--- config.mk ---
export PLATFORM = sky130hd
export DESIGN_NAME = statement_syntax_lexer_top
export DESIGN_NICKNAME = d
export VERILOG_FILES = /design/src/sv/ssl_pkg.sv /design/src/sv/ssl_queue.sv /design/src/sv/ssl_front.sv /design/src/sv/ssl_back.sv /design/src/sv/statement_syntax_lexer_top.sv
export SDC_FILE = /design/constraint.sdc
export NUM_CORES = 1
export LEC_CHECK = 0
export BUFFER_PORTS_ARGS = -buffer_cell sky130_fd_sc_hd__buf_2
export CORE_MARGIN = 2
export CORE_UTILIZATION = 50
export DETAILED_ROUTE_END_ITERATION = 12
export PLACE_DENSITY = 0.68
export SLEW_MARGIN = 20
export SYNTH_ARGS = -nofsm -noshare
export SYNTH_HDL_FRONTEND = slang
export SYNTH_SLANG_ARGS = --single-unit
--- constraint.sdc ---
create_clock -name clk -period 11.2 [get_ports clk]
set_input_delay 1.68 -clock clk [delete_from_list [all_inputs] [get_ports clk]]
set_output_delay 1.68 -clock clk [all_outputs]
set_load 0.005 [all_outputs]
--- src/sv/ssl_pkg.sv ---
// Shared types, constants and the syntax transition function of the statement lexer.
package ssl_pkg;

	localparam int MID_DEPTH_DEF = 2;
	localparam int OUT_DEPTH_DEF = 2;

	localparam int CFG_IDX_W = 2;
	localparam logic [CFG_IDX_W-1:0] REG_MAX_OPEN  = 2'd0;
	localparam logic [CFG_IDX_W-1:0] REG_MAX_CLOSE = 2'd1;
	localparam logic [CFG_IDX_W-1:0] REG_MAX_COMMA = 2'd2;

	localparam logic [7:0] CNT_MAX = 8'hFF;
	localparam logic [7:0] MAX_RESET = 8'd1;

	typedef enum logic [2:0] {
		CLS_OPEN    = 3'd0,
		CLS_CLOSE   = 3'd1,
		CLS_COMMA   = 3'd2,
		CLS_ALPHA   = 3'd3,
		CLS_DIGIT   = 3'd4,
		CLS_BLANK   = 3'd5,
		CLS_EOL     = 3'd6,
		CLS_ILLEGAL = 3'd7
	} class_t;

	typedef enum logic [3:0] {
		ST_START         = 4'd0,
		ST_ENTER_OPCODE  = 4'd1,
		ST_OPCODE        = 4'd2,
		ST_END_OPCODE    = 4'd3,
		ST_ENTER_OPERAND = 4'd4,
		ST_OPERAND       = 4'd5,
		ST_END_OPERAND   = 4'd6,
		ST_END_STATEMENT = 4'd7,
		ST_DONE          = 4'd8,
		ST_ERROR         = 4'd9
	} state_t;

	typedef struct packed {
		logic [7:0] char_in;
		logic       line_start;
	} in_item_t;

	typedef struct packed {
		logic [3:0] next_syntax_state;
		logic [2:0] char_class;
		logic [7:0] open_count;
		logic [7:0] close_count;
		logic [7:0] comma_count;
		logic [7:0] multi_statement_count;
		logic [7:0] bad_first_char_count;
	} out_item_t;

	// Class assuming a non-operand state; hex_letter marks letters that read as digits in operands.
	typedef struct packed {
		class_t pre_class;
		logic   hex_letter;
		logic   line_start;
	} mid_item_t;

	function automatic logic [7:0] sat_inc(input logic [7:0] v, input logic en);
		sat_inc = (en && v != CNT_MAX) ? v + 8'd1 : v;
	endfunction

	function automatic state_t next_state(input state_t st, input class_t cls);
		state_t ns;
		ns = ST_ERROR;
		unique case (st)
			ST_START: begin
				case (cls)
					CLS_OPEN:  ns = ST_ENTER_OPCODE;
					CLS_COMMA: ns = ST_ENTER_OPERAND;
					CLS_ALPHA: ns = ST_OPCODE;
					CLS_DIGIT: ns = ST_OPERAND;
					CLS_BLANK: ns = ST_START;
					CLS_EOL:   ns = ST_DONE;
					default:   ns = ST_ERROR;
				endcase
			end
			ST_ENTER_OPCODE: begin
				case (cls)
					CLS_OPEN:  ns = ST_ENTER_OPCODE;
					CLS_CLOSE: ns = ST_END_STATEMENT;
					CLS_COMMA: ns = ST_ENTER_OPERAND;
					CLS_ALPHA: ns = ST_OPCODE;
					CLS_DIGIT: ns = ST_OPERAND;
					CLS_BLANK: ns = ST_ENTER_OPCODE;
					default:   ns = ST_ERROR;
				endcase
			end
			ST_OPCODE: begin
				case (cls)
					CLS_CLOSE: ns = ST_END_STATEMENT;
					CLS_COMMA: ns = ST_ENTER_OPERAND;
					CLS_ALPHA: ns = ST_OPCODE;
					CLS_DIGIT: ns = ST_OPERAND;
					CLS_BLANK: ns = ST_END_OPCODE;
					default:   ns = ST_ERROR;
				endcase
			end
			ST_END_OPCODE: begin
				case (cls)
					CLS_CLOSE: ns = ST_END_STATEMENT;
					CLS_COMMA: ns = ST_ENTER_OPERAND;
					CLS_DIGIT: ns = ST_OPERAND;
					CLS_BLANK: ns = ST_END_OPCODE;
					default:   ns = ST_ERROR;
				endcase
			end
			ST_ENTER_OPERAND: begin
				case (cls)
					CLS_CLOSE: ns = ST_END_STATEMENT;
					CLS_COMMA: ns = ST_DONE;
					CLS_DIGIT: ns = ST_OPERAND;
					CLS_BLANK: ns = ST_ENTER_OPERAND;
					default:   ns = ST_ERROR;
				endcase
			end
			ST_OPERAND: begin
				case (cls)
					CLS_CLOSE: ns = ST_END_STATEMENT;
					CLS_COMMA: ns = ST_DONE;
					CLS_DIGIT: ns = ST_OPERAND;
					CLS_BLANK: ns = ST_END_OPERAND;
					default:   ns = ST_ERROR;
				endcase
			end
			ST_END_OPERAND: begin
				case (cls)
					CLS_CLOSE: ns = ST_END_STATEMENT;
					CLS_COMMA: ns = ST_DONE;
					CLS_BLANK: ns = ST_END_OPERAND;
					default:   ns = ST_ERROR;
				endcase
			end
			ST_END_STATEMENT: begin
				case (cls)
					CLS_CLOSE: ns = ST_END_STATEMENT;
					CLS_COMMA: ns = ST_DONE;
					CLS_BLANK: ns = ST_END_STATEMENT;
					CLS_EOL:   ns = ST_DONE;
					default:   ns = ST_ERROR;
				endcase
			end
			ST_DONE: begin
				case (cls)
					CLS_COMMA: ns = ST_DONE;
					CLS_BLANK: ns = ST_DONE;
					CLS_EOL:   ns = ST_DONE;
					default:   ns = ST_ERROR;
				endcase
			end
			default: ns = ST_ERROR;
		endcase
		next_state = ns;
	endfunction

endpackage

--- src/sv/ssl_queue.sv ---
// Small synchronous queue built from registers.
module ssl_queue #(
	parameter int WIDTH = 8,
	parameter int DEPTH = 2
) (
	input  logic             clk,
	input  logic             arst_n,
	input  logic             push,
	input  logic [WIDTH-1:0] din,
	output logic             full,
	input  logic             pop,
	output logic [WIDTH-1:0] dout,
	output logic             empty
);

	localparam int PTR_W = (DEPTH > 1) ? $clog2(DEPTH) : 1;
	localparam int CNT_W = $clog2(DEPTH + 1);
	localparam logic [PTR_W-1:0] LAST = PTR_W'(DEPTH - 1);
	localparam logic [CNT_W-1:0] FULL_CNT = CNT_W'(DEPTH);

	logic [WIDTH-1:0] mem_q [DEPTH];
	logic [PTR_W-1:0] wr_ptr_q;
	logic [PTR_W-1:0] rd_ptr_q;
	logic [CNT_W-1:0] count_q;
	logic             do_push;
	logic             do_pop;

	assign full    = (count_q == FULL_CNT);
	assign empty   = (count_q == '0);
	assign do_push = push && !full;
	assign do_pop  = pop && !empty;
	assign dout    = mem_q[rd_ptr_q];

	always_ff @(posedge clk or negedge arst_n) begin
		if (!arst_n) begin
			wr_ptr_q <= '0;
			rd_ptr_q <= '0;
			count_q  <= '0;
		end else begin
			if (do_push) begin
				wr_ptr_q <= (wr_ptr_q == LAST) ? '0 : wr_ptr_q + PTR_W'(1);
			end
			if (do_pop) begin
				rd_ptr_q <= (rd_ptr_q == LAST) ? '0 : rd_ptr_q + PTR_W'(1);
			end
			if (do_push && !do_pop) begin
				count_q <= count_q + CNT_W'(1);
			end else if (do_pop && !do_push) begin
				count_q <= count_q - CNT_W'(1);
			end
		end
	end

	always_ff @(posedge clk) begin
		if (do_push) begin
			mem_q[wr_ptr_q] <= din;
		end
	end

endmodule

--- src/sv/ssl_front.sv ---
// Front end: classifies each incoming character independently of the syntax state.
module ssl_front (
	input  ssl_pkg::in_item_t  item,
	output ssl_pkg::mid_item_t mid
);

	logic       upper;
	logic       lower;
	logic [7:0] up_char;

	assign upper   = (item.char_in >= "A") && (item.char_in <= "Z");
	assign lower   = (item.char_in >= "a") && (item.char_in <= "z");
	assign up_char = lower ? item.char_in - 8'd32 : item.char_in;

	always_comb begin
		mid.line_start = item.line_start;
		mid.hex_letter = (upper || lower) &&
			(((up_char >= "A") && (up_char <= "F")) || (up_char == "X"));
		if (upper || lower) begin
			mid.pre_class = ssl_pkg::CLS_ALPHA;
		end else if ((item.char_in >= "0") && (item.char_in <= "9")) begin
			mid.pre_class = ssl_pkg::CLS_DIGIT;
		end else if ((item.char_in == " ") || (item.char_in == 8'h09)) begin
			mid.pre_class = ssl_pkg::CLS_BLANK;
		end else if ((item.char_in == 8'h0A) || (item.char_in == 8'h0D)) begin
			mid.pre_class = ssl_pkg::CLS_EOL;
		end else if (item.char_in == ",") begin
			mid.pre_class = ssl_pkg::CLS_COMMA;
		end else if (item.char_in == "{") begin
			mid.pre_class = ssl_pkg::CLS_OPEN;
		end else if (item.char_in == "}") begin
			mid.pre_class = ssl_pkg::CLS_CLOSE;
		end else begin
			mid.pre_class = ssl_pkg::CLS_ILLEGAL;
		end
	end

endmodule

--- src/sv/ssl_back.sv ---
// Back end: syntax state, per-line counters, tallies and the limit registers.
module ssl_back (
	input  logic                                clk,
	input  logic                                arst_n,
	input  logic                                wr_en,
	input  logic [ssl_pkg::CFG_IDX_W-1:0]       wr_index,
	input  logic [7:0]                          wr_data,
	input  logic                                mid_valid,
	input  ssl_pkg::mid_item_t                  mid,
	output logic                                mid_pop,
	input  logic                                out_full,
	output logic                                out_push,
	output ssl_pkg::out_item_t                  result
);

	logic [7:0]      max_open_q;
	logic [7:0]      max_close_q;
	logic [7:0]      max_comma_q;
	ssl_pkg::state_t state_q;
	logic [7:0]      open_q;
	logic [7:0]      close_q;
	logic [7:0]      comma_q;
	logic [7:0]      multi_q;
	logic [7:0]      bad_q;

	ssl_pkg::state_t st_cur;
	ssl_pkg::state_t st_next;
	ssl_pkg::class_t cls;
	logic            in_operand;
	logic [7:0]      open_n;
	logic [7:0]      close_n;
	logic [7:0]      comma_n;
	logic [7:0]      multi_n;
	logic [7:0]      bad_n;
	logic            over;
	logic            bad_first;
	logic            step;

	assign step     = mid_valid && !out_full;
	assign mid_pop  = step;
	assign out_push = step;

	assign st_cur     = mid.line_start ? ssl_pkg::ST_START : state_q;
	assign in_operand = (st_cur == ssl_pkg::ST_ENTER_OPERAND) ||
		(st_cur == ssl_pkg::ST_OPERAND) || (st_cur == ssl_pkg::ST_END_OPERAND);
	assign cls = (mid.pre_class == ssl_pkg::CLS_ALPHA && mid.hex_letter && in_operand) ?
		ssl_pkg::CLS_DIGIT : mid.pre_class;

	assign open_n  = ssl_pkg::sat_inc(mid.line_start ? 8'd0 : open_q,
		cls == ssl_pkg::CLS_OPEN);
	assign close_n = ssl_pkg::sat_inc(mid.line_start ? 8'd0 : close_q,
		cls == ssl_pkg::CLS_CLOSE);
	assign comma_n = ssl_pkg::sat_inc(mid.line_start ? 8'd0 : comma_q,
		cls == ssl_pkg::CLS_COMMA);

	always_comb begin
		case (cls)
			ssl_pkg::CLS_OPEN:  over = (open_n > max_open_q);
			ssl_pkg::CLS_CLOSE: over = (close_n > max_close_q);
			ssl_pkg::CLS_COMMA: over = (comma_n > max_comma_q);
			default:            over = 1'b0;
		endcase
	end

	assign bad_first = (st_cur == ssl_pkg::ST_START) && (cls != ssl_pkg::CLS_BLANK) &&
		(cls != ssl_pkg::CLS_EOL) && (cls != ssl_pkg::CLS_OPEN);
	assign multi_n = ssl_pkg::sat_inc(mid.line_start ? 8'd0 : multi_q, over);
	assign bad_n   = ssl_pkg::sat_inc(mid.line_start ? 8'd0 : bad_q, bad_first);
	assign st_next = ssl_pkg::next_state(st_cur, cls);

	always_comb begin
		result.next_syntax_state     = st_next;
		result.char_class            = cls;
		result.open_count            = open_n;
		result.close_count           = close_n;
		result.comma_count           = comma_n;
		result.multi_statement_count = multi_n;
		result.bad_first_char_count  = bad_n;
	end

	always_ff @(posedge clk or negedge arst_n) begin
		if (!arst_n) begin
			max_open_q  <= ssl_pkg::MAX_RESET;
			max_close_q <= ssl_pkg::MAX_RESET;
			max_comma_q <= ssl_pkg::MAX_RESET;
		end else if (wr_en) begin
			unique case (wr_index)
				ssl_pkg::REG_MAX_OPEN:  max_open_q  <= wr_data;
				ssl_pkg::REG_MAX_CLOSE: max_close_q <= wr_data;
				ssl_pkg::REG_MAX_COMMA: max_comma_q <= wr_data;
				default: ;
			endcase
		end
	end

	always_ff @(posedge clk or negedge arst_n) begin
		if (!arst_n) begin
			state_q <= ssl_pkg::ST_START;
			open_q  <= '0;
			close_q <= '0;
			comma_q <= '0;
			multi_q <= '0;
			bad_q   <= '0;
		end else if (step) begin
			state_q <= st_next;
			open_q  <= open_n;
			close_q <= close_n;
			comma_q <= comma_n;
			multi_q <= multi_n;
			bad_q   <= bad_n;
		end
	end

endmodule

--- src/sv/statement_syntax_lexer_top.sv ---
// Top level of the statement syntax lexer.
// The lexer takes one character per clock, unless a full queue holds it off, and returns one
// result per character. A character pushed into the lexer is classified on the way into a
// short queue, then resolved against the syntax state and line counters by the back end and
// written into the result queue, from whose head it is taken. The back end updates its state
// for each character it takes, which sets the sustained rate of one character per clock; the
// two queues buffer between the sides, so a stall on one side stops the other once one fills.
module statement_syntax_lexer_top #(
	parameter int MID_DEPTH = ssl_pkg::MID_DEPTH_DEF,
	parameter int OUT_DEPTH = ssl_pkg::OUT_DEPTH_DEF
) (
	input  logic                          clk,
	input  logic                          arst_n,
	input  logic                          wr_en,
	input  logic [ssl_pkg::CFG_IDX_W-1:0] wr_index,
	input  logic [7:0]                    wr_data,
	input  logic                          push,
	input  ssl_pkg::in_item_t             item,
	output logic                          full,
	input  logic                          pop,
	output ssl_pkg::out_item_t            result,
	output logic                          empty
);

	localparam int MID_W = $bits(ssl_pkg::mid_item_t);
	localparam int OUT_W = $bits(ssl_pkg::out_item_t);

	ssl_pkg::mid_item_t mid_in;
	ssl_pkg::mid_item_t mid_out;
	ssl_pkg::out_item_t back_result;
	logic               mid_empty;
	logic               mid_pop;
	logic               out_full;
	logic               out_push;

	ssl_front u_front (
		.item (item),
		.mid  (mid_in)
	);

	ssl_queue #(
		.WIDTH (MID_W),
		.DEPTH (MID_DEPTH)
	) u_mid_queue (
		.clk    (clk),
		.arst_n (arst_n),
		.push   (push),
		.din    (mid_in),
		.full   (full),
		.pop    (mid_pop),
		.dout   (mid_out),
		.empty  (mid_empty)
	);

	ssl_back u_back (
		.clk       (clk),
		.arst_n    (arst_n),
		.wr_en     (wr_en),
		.wr_index  (wr_index),
		.wr_data   (wr_data),
		.mid_valid (!mid_empty),
		.mid       (mid_out),
		.mid_pop   (mid_pop),
		.out_full  (out_full),
		.out_push  (out_push),
		.result    (back_result)
	);

	ssl_queue #(
		.WIDTH (OUT_W),
		.DEPTH (OUT_DEPTH)
	) u_out_queue (
		.clk    (clk),
		.arst_n (arst_n),
		.push   (out_push),
		.din    (back_result),
		.full   (out_full),
		.pop    (pop),
		.dout   (result),
		.empty  (empty)
	);

endmodule

==> run metrics <==
worst endpoint required time 11.38 ns; Final WS setup 5.33 ns; total CTS buffers 17; IO Port Bufs 72; die width about 140 um; vias in the first global route 6279; CP max stage delay just under 0.9 ns; fin crit period 5.87 ns; CTS tree built; Hold Crit Depth 1; Seq/Total Area, Yosys 0.524; largest net degree at the start of global routing 48; commonest non-fill, non-tap cells in the layout edfxtp_1 (104), nand2_1 (82), mux2_2 (75); TritonRoute pass-1 iters 5; Ant. Diodes 0; Worst Min Path Start u_mid_queue.wr_ptr_q$_DFFE_PN0P_; # Post-CTS Setup Buffers 0; Crit. Startpoint u_mid_queue.rd_ptr_q$_DFFE_PN0P_; vias per std cell 5.78; Arr. time, crit path 6.06 ns; Starting Density 0.511; std cell rows 50; share of layout cells above drive strength 1 0.226; crit path launch type flop; Worst Path Max Fanout 47; status finished clean; via count 6720; wire length per cell 17.9 um; gr usage total 0.212; Final Skew 0.0116 ns; antenna violations before repair 0; Worst Reg2Reg Path Length in Cells 15; Clock Sinks 180; DP HPWL around 14000 um; # H-tree levels 4; Final Max Slew Viols 0; worst r2r dst u_out_queue.mem_q[1][14]$_DFFE_PP_; YS warnings 0; Crit. End Element flop; worst path bufs/invs 0; RSZ-0062 raised after global routing false; ys async rst share 0.422; Placer Congestion 0.900; FF+latch count, synth between 150 and 200; clk_lat worst skew 0.43 ns; worst-margin pin slew 1.08 ns; post-synthesis cell area between 0.009 and 0.01 sq mm; commonest non-fill, non-tap cell in the layout edfxtp_1; Lkg Pwr 4.38 nW; Die ar. between 0.02 and 0.025 sq mm; Clock Pin Slew Worst Setup and Hold Paths 0.07 ns; Final ANT Viol Nets 0; worst vdd ir approximately 270 uV; Post-CTS Hold Fix Bufs 0; Post-Syn Area per Cell between 10 and 15 sq um; GRT overflow 0; core area ~0.019 sq mm; DP Worst Slack 5.38 ns; number of primary I/O pins 73; critical path class flop to flop; r2r setup slk 5.33 ns; first-pass GRT wire length 33400 um; pwr dens ~250 mW/mm^2; WP depth 15; # setup viols final 0; path type of the worst min-delay path flop to flop; Post-Route WL 20900 um; Top delay family on crit path compound AO/OA/AOI/OAI gates; Slew HR 0.278; CP endpoint u_out_queue.mem_q[1][14]$_DFFE_PP_; DR DRC count 0; reg2reg start u_mid_queue.rd_ptr_q$_DFFE_PN0P_; Area Growth Syn to Fin 12.3%; Most common cell on crit path nor2_1; cells along the critical path mux2_2 -> a211o_1 -> o211ai_1 -> nor2_1 -> nand2_1 -> xor2_1 -> nor2_1 -> ha_1 -> and4_1 -> nand4_1 -> o311a_1 -> a22oi_1 -> o32ai_2 -> a21oi_1 -> a31o_2; period utilization 0.524; Die Y 142 um; deepest clock path buffer count 2; CP max-delay cell o32ai_2; maxcap violations 0; Unique masters post-synth 79; Root Driver clkbuf_16; cell count after synthesis 853; Hold Vio Cnt, Final 0; Mapped Nets just over 900; Setup TNS 0 ns; Post-synth EDFFs roughly 100; fmax ~170 MHz; post-cts resize count 0; Layout Nets 974; main flop type after synthesis edfxtp_1; Iteration-0 DRC Markers 486; fin util 0.574
power breakdown:
part           switching (mW)  total, mW  internal (mW)  leakage [nW]
Combinational           0.584      0.999          0.415          2.14
Clock                   0.244      0.607          0.363         0.289
Sequential              0.119       1.11          0.991          1.96
kinds of logic after synthesis:
kind of cell,count (synthesis),synth area share
compound gates,170,0.119
xor+xnor,40,0.0365
fa+ha+maj,34,0.0444
buf+inv,82,0.0345
flops,180,0.524
mux,86,0.100
simple gates,261,0.141
worst reg2reg max path, stage by stage (launching register included):
cell and delay, ns:
dfrtp_1 0.81, mux2_2 0.89, a211o_1 0.33, o211ai_1 0.18
nor2_1 0.63, nand2_1 0.19, xor2_1 0.19, nor2_1 0.18
ha_1 0.28, and4_1 0.22, nand4_1 0.09, o311a_1 0.16
a22oi_1 0.12, o32ai_2 0.89, a21oi_1 0.19, a31o_2 0.28
synthesized netlist by cell type, drive strengths merged, types with 3 or more instances:
library cell	instances	share of area
a211oi	3	0.0023
inv	45	0.018
nand2b	8	0.0052
nor4	5	0.0033
a31oi	6	0.0039
dfstp	3	0.0082
nor3	13	0.0073
and4	8	0.0073
buf	9	0.0059
o21ai	54	0.029
nor2b	7	0.0046
a21oi	34	0.018
edfxtp	104	0.33
a22oi	4	0.0031
nand4	20	0.013
nand3b	5	0.0039
and3	9	0.0059
dfrtp	73	0.19
nor2	51	0.020
nand3	11	0.0057
a22o	3	0.0027
xnor2	24	0.022
nand2	82	0.032
o211ai	9	0.0070
mux2	76	0.090
ha	34	0.044
mux2i	10	0.011
clkbuf	27	0.011
or4	4	0.0035
o22ai	5	0.0039
nor3b	4	0.0037
a211o	5	0.0046
nand4b	3	0.0027
xor2	16	0.015
a21o	11	0.0086
or3	5	0.0033
o31ai	9	0.0070
and2	15	0.0098
or2	3	0.0020
per-stage QoR:
stage          power (mW)  hold slack [ns]  instance area (sq um)  instances
2_1_floorplan        1.77            0.442                   9590        853
3_3_place_gp         2.11            0.456                  10200       1131
5_1_grt              2.89            0.507                  10800       1163
3_5_place_dp         2.14            0.486                  10200       1131
4_1_cts              2.75            0.499                  10800       1163
6_report             2.72            0.495                  10800       1163
area by class of cell:
class                           count  area, sq um
Fill cell                        1574         8000
Sequential cell                   180         5030
Multi-Input combinational cell    591         4260
Clock buffer                       23          468
Timing Repair Buffer               80          423
Tap cell                          234          293
Inverter                           46          173
Clock inverter                      9          129
sequential cells by signal, summed over array words and instances, names as in the netlist:
register	count
u_back.bad_q	8
u_back.close_q	8
u_back.comma_q	8
u_back.max_close_q	8
u_back.max_comma_q	8
u_back.max_open_q	8
u_back.multi_q	8
u_back.open_q	8
u_back.state_q	4
u_mid_queue.count_q	2
u_mid_queue.mem_q	10
u_mid_queue.rd_ptr_q	1
u_mid_queue.wr_ptr_q	1
u_out_queue.count_q	2
u_out_queue.mem_q	94
u_out_queue.rd_ptr_q	1
u_out_queue.wr_ptr_q	1
layer usage:
layer / GRT usage / wire, um
met3: 0.0313 / 749
met1: 0.304 / 9880
met4: 0.0688 / 308
met2: 0.334 / 9920
met5: 0 / 0
worst min-delay path by stage:
stage | to | slack (ns)
2_1_floorplan | u_back.comma_q[0]$_DFFE_PN0P_ | 0.44
5_1_grt | u_back.bad_q[1]$_DFFE_PN0P_ | 0.51
3_5_place_dp | u_mid_queue.wr_ptr_q$_DFFE_PN0P_ | 0.49
6_report | u_mid_queue.wr_ptr_q$_DFFE_PN0P_ | 0.50
3_3_place_gp | u_back.comma_q[0]$_DFFE_PN0P_ | 0.46
4_1_cts | u_mid_queue.wr_ptr_q$_DFFE_PN0P_ | 0.50
Power figures use the tool's default switching activity.
